### src/hdl/fisher_yates_shuffle_engine_macros.svh
// assertion macros for the shuffle engine
`ifndef FISHER_YATES_SHUFFLE_ENGINE_MACROS_SVH
`define FISHER_YATES_SHUFFLE_ENGINE_MACROS_SVH
`ifndef ASSERT_OFF
`define FYS_ASSERT(label, clk, rst, prop, msg) \
  label: assert property (@(posedge clk) disable iff (rst) prop) else $error(msg);
`define FYS_ASSERT_NEVER(label, clk, rst, cond, msg) \
  label: assert property (@(posedge clk) disable iff (rst) !(cond)) else $error(msg);
`else
`define FYS_ASSERT(label, clk, rst, prop, msg)
`define FYS_ASSERT_NEVER(label, clk, rst, cond, msg)
`endif
`endif

### src/hdl/fys_pkg.sv
package fys_pkg;

  localparam int MAX_ENTRIES = 64;
  localparam int ADDR_W      = $clog2(MAX_ENTRIES);
  localparam int POS_W       = $clog2(MAX_ENTRIES + 1);
  localparam int ENTRY_W     = 6;
  localparam int RAND_W      = 31;
  localparam int CNT_W       = $clog2(RAND_W + 1);
  localparam int CFG_W       = 7;

  localparam logic [1:0] ACT_RESTART = 2'd0;
  localparam logic [1:0] ACT_STEP    = 2'd1;
  localparam logic [1:0] ACT_READ    = 2'd2;

  localparam logic [1:0] REG_DECK_SIZE     = 2'd0;
  localparam logic [1:0] REG_SHUFFLE_MODE  = 2'd1;
  localparam logic [1:0] REG_PARTIAL_COUNT = 2'd2;

  localparam logic [CFG_W-1:0] DECK_SIZE_RST     = 7'd54;
  localparam logic [CFG_W-1:0] PARTIAL_COUNT_RST = 7'd16;

  typedef struct packed {
    logic [ADDR_W-1:0]  rd_addr;
    logic               wr_en;
    logic [ADDR_W-1:0]  wr_addr;
    logic [ENTRY_W-1:0] wr_data;
    logic               clear;
  } store_req_t;

endpackage

### src/hdl/fys_modred.sv
module fys_modred (
  input  logic                       clk,
  input  logic                       rst,
  input  logic                       start,
  input  logic [fys_pkg::RAND_W-1:0] dividend,
  input  logic [fys_pkg::POS_W-1:0]  divisor,
  output logic                       busy,
  output logic [fys_pkg::POS_W-1:0]  rem
);

  logic [fys_pkg::RAND_W-1:0] sh;
  logic [fys_pkg::POS_W-1:0]  d;
  logic [fys_pkg::CNT_W-1:0]  cnt;
  logic [fys_pkg::POS_W-1:0]  t;

  // remainder stays below the divisor, so its top bit is free for the shift
  assign t    = {rem[fys_pkg::POS_W-2:0], sh[fys_pkg::RAND_W-1]};
  assign busy = (cnt != '0);

  always_ff @(posedge clk) begin
    if (rst) begin
      cnt <= '0;
    end else if (start) begin
      cnt <= fys_pkg::CNT_W'(fys_pkg::RAND_W);
    end else if (busy) begin
      cnt <= cnt - 1'b1;
    end
  end

  always_ff @(posedge clk) begin
    if (start) begin
      sh  <= dividend;
      d   <= divisor;
      rem <= '0;
    end else if (busy) begin
      sh  <= {sh[fys_pkg::RAND_W-2:0], 1'b0};
      rem <= (t >= d) ? t - d : t;
    end
  end

endmodule

### src/hdl/fys_store.sv
module fys_store (
  input  logic                        clk,
  input  logic                        rst,
  input  fys_pkg::store_req_t         req,
  output logic [fys_pkg::ENTRY_W-1:0] rd_data
);

  logic [fys_pkg::ENTRY_W-1:0]     mem [fys_pkg::MAX_ENTRIES];
  logic [fys_pkg::MAX_ENTRIES-1:0] vld;

  always_ff @(posedge clk) begin
    if (req.wr_en) begin
      mem[req.wr_addr] <= req.wr_data;
    end
  end

  // an entry never written since restart reads as its own index
  always_ff @(posedge clk) begin
    if (vld[req.rd_addr]) begin
      rd_data <= mem[req.rd_addr];
    end else begin
      rd_data <= fys_pkg::ENTRY_W'(req.rd_addr);
    end
  end

  always_ff @(posedge clk) begin
    if (rst || req.clear) begin
      vld <= '0;
    end else if (req.wr_en) begin
      vld[req.wr_addr] <= 1'b1;
    end
  end

endmodule

### src/hdl/fisher_yates_shuffle_engine.sv
// Fisher-Yates shuffle engine over a store of up to 64 six-bit entries.
// Requests enter on s_axis: tuser carries the action (restart, step, read),
// tdata the random word and the read index. Every request gives exactly one
// result on m_axis: the entry read or placed, the finished flag and the
// ignored flag. Configuration writes go through cfg_valid/cfg_index/cfg_data
// and are taken at any time; they are meant for when the block is idle.
// A step passes the bit-serial remainder unit (one random bit per cycle,
// then the divide state sees it finish), the swap through the single read
// and single write port of the store and the output register. A read
// passes the read state and waits in the output state for the store data;
// a restart, an ignored step or an unused action go straight to output.
// One request is in work at a time; the next one is taken as soon as the
// previous result sits in the output register, even if the receiver has not
// taken it yet. While the receiver stalls a finished result, the block
// holds the next one and stops taking requests.
// Reset clears all valid bits of the store so that it reads as the identity
// order, ends the walk and loads the default register values.
`include "fisher_yates_shuffle_engine_macros.svh"

module fisher_yates_shuffle_engine (
  input  logic        clk,
  input  logic        rst,
  input  logic        s_axis_tvalid,
  output logic        s_axis_tready,
  input  logic [39:0] s_axis_tdata,   // random_value[30:0], read_index[36:31]
  input  logic [1:0]  s_axis_tuser,   // action[1:0]
  output logic        m_axis_tvalid,
  input  logic        m_axis_tready,
  output logic [7:0]  m_axis_tdata,   // entry_value[5:0], finished[6], ignored[7]
  input  logic        cfg_valid,
  output logic        cfg_ready,
  input  logic [1:0]  cfg_index,
  input  logic [6:0]  cfg_data
);

  localparam logic [2:0] S_IDLE = 3'd0;
  localparam logic [2:0] S_DIV  = 3'd1;
  localparam logic [2:0] S_RDP  = 3'd2;
  localparam logic [2:0] S_RDJ  = 3'd3;
  localparam logic [2:0] S_WRP  = 3'd4;
  localparam logic [2:0] S_WRJ  = 3'd5;
  localparam logic [2:0] S_RDX  = 3'd6;
  localparam logic [2:0] S_OUT  = 3'd7;

  localparam int PW = fys_pkg::POS_W;
  localparam int AW = fys_pkg::ADDR_W;
  localparam int EW = fys_pkg::ENTRY_W;

  logic [2:0]                state;
  logic [fys_pkg::CFG_W-1:0] deck_size;
  logic                      shuffle_mode;
  logic [fys_pkg::CFG_W-1:0] partial_count;
  logic [PW-1:0]             walk_position;
  logic                      walk_done;
  logic [PW-1:0]             j;
  logic [EW-1:0]             a_val;
  logic [EW-1:0]             res_value;
  logic                      res_flag;
  logic                      rd_pending;
  logic [5:0]                ridx;

  logic [PW-1:0]             n_eff;
  logic [PW-1:0]             pc_eff;
  logic                      step_ok;
  logic [PW-1:0]             divisor;
  logic                      in_acc;
  logic                      out_load;
  logic                      md_busy;
  logic [PW-1:0]             md_rem;
  logic [EW-1:0]             st_rdata;
  fys_pkg::store_req_t       st_req;

  assign cfg_ready     = 1'b1;
  assign s_axis_tready = (state == S_IDLE);
  assign in_acc        = s_axis_tvalid && s_axis_tready;
  assign out_load      = (state == S_OUT) && !rd_pending && (!m_axis_tvalid || m_axis_tready);

  always_comb begin
    if (32'(deck_size) < 32'd2) begin
      n_eff = PW'(2);
    end else if (32'(deck_size) > 32'(fys_pkg::MAX_ENTRIES)) begin
      n_eff = PW'(fys_pkg::MAX_ENTRIES);
    end else begin
      n_eff = PW'(deck_size);
    end
    if (32'(partial_count) > 32'(n_eff)) begin
      pc_eff = n_eff;
    end else begin
      pc_eff = PW'(partial_count);
    end
    if (!shuffle_mode) begin
      step_ok = !walk_done && (walk_position >= PW'(1)) &&
                (walk_position <= n_eff - PW'(1));
      divisor = walk_position + PW'(1);
    end else begin
      step_ok = !walk_done && (walk_position < pc_eff);
      divisor = n_eff - walk_position;
    end
  end

  always_comb begin
    st_req         = '0;
    st_req.clear   = in_acc && (s_axis_tuser == fys_pkg::ACT_RESTART);
    st_req.rd_addr = AW'(walk_position);
    unique case (state)
      S_RDJ:   st_req.rd_addr = AW'(j);
      S_RDX:   st_req.rd_addr = AW'(ridx);
      S_WRP: begin
        st_req.wr_en   = 1'b1;
        st_req.wr_addr = AW'(walk_position);
        st_req.wr_data = st_rdata;
      end
      S_WRJ: begin
        st_req.wr_en   = 1'b1;
        st_req.wr_addr = AW'(j);
        st_req.wr_data = a_val;
      end
      default: st_req.rd_addr = AW'(walk_position);
    endcase
  end

  fys_modred u_modred (
    .clk      (clk),
    .rst      (rst),
    .start    (in_acc && (s_axis_tuser == fys_pkg::ACT_STEP) && step_ok),
    .dividend (s_axis_tdata[fys_pkg::RAND_W-1:0]),
    .divisor  (divisor),
    .busy     (md_busy),
    .rem      (md_rem)
  );

  fys_store u_store (
    .clk     (clk),
    .rst     (rst),
    .req     (st_req),
    .rd_data (st_rdata)
  );

  always_ff @(posedge clk) begin
    if (rst) begin
      deck_size     <= fys_pkg::DECK_SIZE_RST;
      shuffle_mode  <= 1'b0;
      partial_count <= fys_pkg::PARTIAL_COUNT_RST;
    end else if (cfg_valid && cfg_ready) begin
      priority case (cfg_index)
        fys_pkg::REG_DECK_SIZE:     deck_size     <= cfg_data;
        fys_pkg::REG_SHUFFLE_MODE:  shuffle_mode  <= cfg_data[0];
        fys_pkg::REG_PARTIAL_COUNT: partial_count <= cfg_data;
        default: ;
      endcase
    end
  end

  always_ff @(posedge clk) begin
    if (rst) begin
      state         <= S_IDLE;
      walk_position <= '0;
      walk_done     <= 1'b1;
      m_axis_tvalid <= 1'b0;
    end else begin
      if (out_load) begin
        m_axis_tvalid <= 1'b1;
      end else if (m_axis_tvalid && m_axis_tready) begin
        m_axis_tvalid <= 1'b0;
      end
      unique case (state)
        S_IDLE: begin
          if (in_acc) begin
            res_value  <= '0;
            res_flag   <= (s_axis_tuser == fys_pkg::ACT_STEP) && !step_ok;
            rd_pending <= 1'b0;
            ridx       <= s_axis_tdata[36:31];
            if ((s_axis_tuser == fys_pkg::ACT_STEP) && step_ok) begin
              state <= S_DIV;
            end else if (s_axis_tuser == fys_pkg::ACT_READ) begin
              state <= S_RDX;
            end else begin
              state <= S_OUT;
            end
            if (s_axis_tuser == fys_pkg::ACT_RESTART) begin
              if (!shuffle_mode) begin
                walk_position <= n_eff - PW'(1);
                walk_done     <= 1'b0;
              end else begin
                walk_position <= '0;
                walk_done     <= (pc_eff == '0);
              end
            end else if ((s_axis_tuser == fys_pkg::ACT_STEP) && !step_ok) begin
              walk_done <= 1'b1;
            end
          end
        end
        S_DIV: begin
          if (!md_busy) begin
            state <= S_RDP;
          end
        end
        S_RDP: begin
          j     <= shuffle_mode ? walk_position + md_rem : md_rem;
          state <= S_RDJ;
        end
        S_RDJ: begin
          a_val <= st_rdata;
          state <= S_WRP;
        end
        S_WRP: begin
          res_value <= st_rdata;
          state     <= S_WRJ;
        end
        S_WRJ: begin
          if (!shuffle_mode) begin
            walk_position <= walk_position - PW'(1);
            walk_done     <= (walk_position == PW'(1));
          end else begin
            walk_position <= walk_position + PW'(1);
            walk_done     <= (walk_position + PW'(1) >= pc_eff);
          end
          state <= S_OUT;
        end
        S_RDX: begin
          rd_pending <= 1'b1;
          state      <= S_OUT;
        end
        S_OUT: begin
          if (rd_pending) begin
            res_value  <= st_rdata;
            rd_pending <= 1'b0;
          end else if (out_load) begin
            m_axis_tdata <= {res_flag, walk_done, res_value};
            state        <= S_IDLE;
          end
        end
        default: state <= S_IDLE;
      endcase
    end
  end

  `FYS_ASSERT(a_accept_starts_work, clk, rst, in_acc |=> (state != S_IDLE), "request accepted but engine idle")
  `FYS_ASSERT_NEVER(a_write_outside_swap, clk, rst, st_req.wr_en && !(state == S_WRP || state == S_WRJ), "store written outside swap")
  `FYS_ASSERT(a_ignored_means_finished, clk, rst, (m_axis_tvalid && m_axis_tdata[7]) |-> m_axis_tdata[6], "ignored step without finished walk")
  `FYS_ASSERT(a_div_runs_in_div, clk, rst, md_busy |-> (state == S_DIV), "remainder unit busy outside divide state")

endmodule

### config.mk
export PLATFORM = sky130hd
export DESIGN_NAME = fisher_yates_shuffle_engine
export DESIGN_NICKNAME = d
export VERILOG_FILES = /design/src/hdl/fys_pkg.sv /design/src/hdl/fys_modred.sv /design/src/hdl/fys_store.sv /design/src/hdl/fisher_yates_shuffle_engine.sv
export VERILOG_INCLUDE_DIRS = /design/src /design/src/hdl
export SDC_FILE = /design/constraint.sdc
export NUM_CORES = 1
export LEC_CHECK = 0
export ABC_AREA = 0
export BUFFER_PORTS_ARGS = -buffer_cell sky130_fd_sc_hd__buf_2
export CAP_MARGIN = 10
export CORE_MARGIN = 4
export CORE_UTILIZATION = 64
export DETAILED_ROUTE_END_ITERATION = 7
export PLACE_DENSITY = 0.86
export SLEW_MARGIN = 20
export SYNTH_ARGS = -nofsm -noshare
export SYNTH_HDL_FRONTEND = slang
export SYNTH_HIERARCHICAL = 1
export SYNTH_SLANG_ARGS = --single-unit
### constraint.sdc
create_clock -name clk -period 9.7 [get_ports clk]
set_clock_uncertainty 0.15 [all_clocks]
set_input_delay 0.485 -clock clk [delete_from_list [all_inputs] [get_ports clk]]
set_output_delay 0.485 -clock clk [all_outputs]
set_load 0.01 [all_outputs]
==> run_results.csv <==
group,metric,value,unit
sta,rsz0062_at_grt,"no",
clock_network,clock-sinks,564,
final_layout,fillers,2168,
route,drt-pass1-iter-count,6,
route,drt-wirelength-per-cell,25.2,um
flow_run,maxCapViolations,0,
worst_setup_path,rr_endpoint,"u_modred/sh[27]$_DFFE_PP_",
sta,finalSetupViolations,0,
final_layout,syn_to_final_growth,11.1,%
route,vias,14300,
sta,min_period,5.51,ns
route,via_per_inst,6.55,
clock_network,cts_inserted_buffers,55,
floorplanning,core_area,0.0376,sq mm
final_layout,finish.utilization,72.0,%
worst_setup_path,cp.arrival,5.63,ns
global_route,grtUsageTotal,27.3,%
final_layout,nets,1739,
yosys,syn_inst,1564,
global_route,gr-total-overflow,0,
worst_setup_path,r2r_slack,4.19,ns
clock_network,clkTransAtPathRegs,0.06,ns
yosys,syn_nets,1675,
floorplanning,start_util,64.8,%
final_layout,stdcell_area,0.0271,sq mm
floorplanning,ioPinCount,67,
final_layout,drive_above_1_share,21.5,%
sta,max_freq,0.181,GHz
worst_setup_path,r2r_start,"deck_size[3]$_SDFFE_PP0P_",
global_route,antenna_found_initial,0,
min_path,min_path_type,"primary input to flop",
yosys,synth_area_per_cell,15.6,sq um
run_status,status,"finished, final reports clean",
sta,max_slew_margin,20.5,%
floorplanning,row_count,71,
sta,fin_crit_sh,56.9,%
worst_setup_path,cp-endpoint,"u_modred/sh[27]$_DFFE_PP_",
yosys,syn_area,0.0243,sq mm
global_route,first_global_vias,14600,
floorplanning,die-area,0.0412,sq mm
placement,numPortBuffers,62,
clock_network,cts.htree.levels,2,
sta,fin_setup_tns,0,ns
worst_setup_path,crit_required,9.81,ns
power_and_ir_drop,powerDensity,301,mW/mm^2
route,routed_wl,55.2,mm
floorplanning,die_h,203,um
global_route,grt_start_max_net_pins,65,
power_and_ir_drop,ir_worst_vdd,0.000214,V
clock_network,cts_tree,"built",
worst_setup_path,cp-start-kind,"flop",
worst_setup_path,path_max_fanout,52,
route,drc,0,
sta,tightest_slew,1.19,ns
sta,drv_slew,0,
worst_setup_path,crit_path_start,"deck_size[3]$_SDFFE_PP0P_",
min_path,hold_start,"s_axis_tdata[8]",
route,drt_iter0_markers,1668,
sta,finalHoldViolCount,0,
worst_setup_path,setup.worst_path.end_class,"flop",
clock_network,root_buffer,"clkbuf_16",
placement,hpwl,34.0,mm
yosys,ys_warn_count,6,
worst_setup_path,worstSetupPathType,"flop to flop",
placement,dpl_cell_area,0.0250,sq mm
worst_setup_path,ff2ff_path_depth,21,
floorplanning,die_w,203,um
power_and_ir_drop,p_total,8.15,mW
clock_network,ctsResizeCount,0,
clock_network,clockBufferDepth,3,
final_layout,n_antenna_cell,0,
clock_network,worst_skew_pair.late_latency,0.62,ns
placement,gp_congestion,0.918,
final_layout,ff_latch_area,0.0159,sq mm
power_and_ir_drop,p_leak,9.19,nW
final_layout,multi_input_area,0.00793,sq mm
global_route,grt_pass1_wl,86.1,mm
route,final_antenna_net_count,0,
==> power breakdown <==
group	internal [mW]	switching (mW)
clock network	1.26	0.903
logic	1.21	1.67
registers	2.95	0.169
==> worst max-delay path, cell delays in order (launching register included) <==
cell      delay, ns
dfxtp_1        0.37
nor4_2         0.40
nor2_1         0.08
nor2_1         0.36
inv_1          0.17
ha_1           0.32
nand3b_1       0.09
a21oi_1        0.05
or3_1          0.42
nand2_2        0.19
nor2_1         0.07
a21oi_1        0.18
ha_1           0.26
nor2b_1        0.13
o211ai_1       0.15
a21oi_1        0.11
nor2_1         0.25
nor2_1         0.15
nor3_2         0.16
buf_4          0.55
or2_1          0.19
buf_4          0.35
==> layout by cell type (no fill, tap or decap), types with 6 or more instances in the layout <==
cell           count
ha_1              52
mux4_2           105
xnor2_1           16
dlygate4sd3_1     14
a21o_1             8
dfxtp_1          108
nand3b_1           6
clkinv_1           6
nor2_1           142
clkbuf_16         56
o21a_1            64
a22o_1             7
edfxtp_1         456
nand2_1           39
and2_1            12
mux2i_1           44
clkinv_2           8
buf_2             62
or3_1              6
a22oi_1           43
or2_2              6
clkbuf_8           7
xor2_1             7
buf_4             19
o21ai_0           19
nor3_1            10
mux2_2            38
a21oi_1           75
nand3_1           24
a211oi_1           8
nor2_4             8
mux4_1             7
a211o_1            6
clkbuf_1          15
inv_1             34
nor2b_1           19
nor4_1             6
==> layout make-up <==
| class | count | area share, % |
|---|---|---|
| tap | 511 | 2.36 |
| inverter | 39 | 0.541 |
| sequential | 564 | 58.6 |
| multi-input combinational | 872 | 29.3 |
| timing repair buffer | 96 | 2.29 |
| clock buffer | 78 | 5.74 |
| clock inverter | 26 | 1.12 |
==> registers in the layout, indices dropped and copies added (netlist names), 7 cells and up <==
| signal | cells |
|---|---|
| u_store/mem | 384 |
| u_store/vld | 64 |
| u_modred/sh | 31 |
| m_axis_tdata | 8 |
| deck_size | 7 |
| partial_count | 7 |
| u_modred/d | 7 |
| walk_position | 7 |
==> routing by layer <==
metal  global-route usage, %  vias up  part of all wire, %
li1                        -     6208                    -
met1                    36.3     7046                   37
met2                    43.6      877                   48
met3                    6.90      188                   11
met4                    11.4        0                  4.4
met5                       0        -                    0
==> worst min path at each step <==
| stage | end | cells after the start |
|---|---|---|
| 3_5_place_dp | m_axis_tdata[5]$_DFFE_PP_ | 0 |
| 5_1_grt | u_modred/sh[11]$_DFFE_PP_ | 2 |
| 4_1_cts | u_modred/sh[8]$_DFFE_PP_ | 2 |
| 2_1_floorplan | m_axis_tdata[0]$_DFFE_PP_ | 0 |
| 3_3_place_gp | m_axis_tdata[0]$_DFFE_PP_ | 0 |
| 6_report | u_modred/sh[8]$_DFFE_PP_ | 2 |
==> metrics by stage <==
stage,setup slack [ns],hold WS [ns],std cells
after CTS,4.22,0.00254,2186
after detailed placement,4.27,0.261,2068
after global routing,3.82,0.00661,2186
after global placement,4.34,0.255,2066
final,4.19,0.0296,2186
after floorplan,4.08,0.250,1564
==> repair_timing <==
item                                   4_1_cts  5_1_grt
buffers inserted                             0        0
hold buffers                                14        0
endpoints found under the hold margin       19        0
Power figures use the tool's default switching activity.
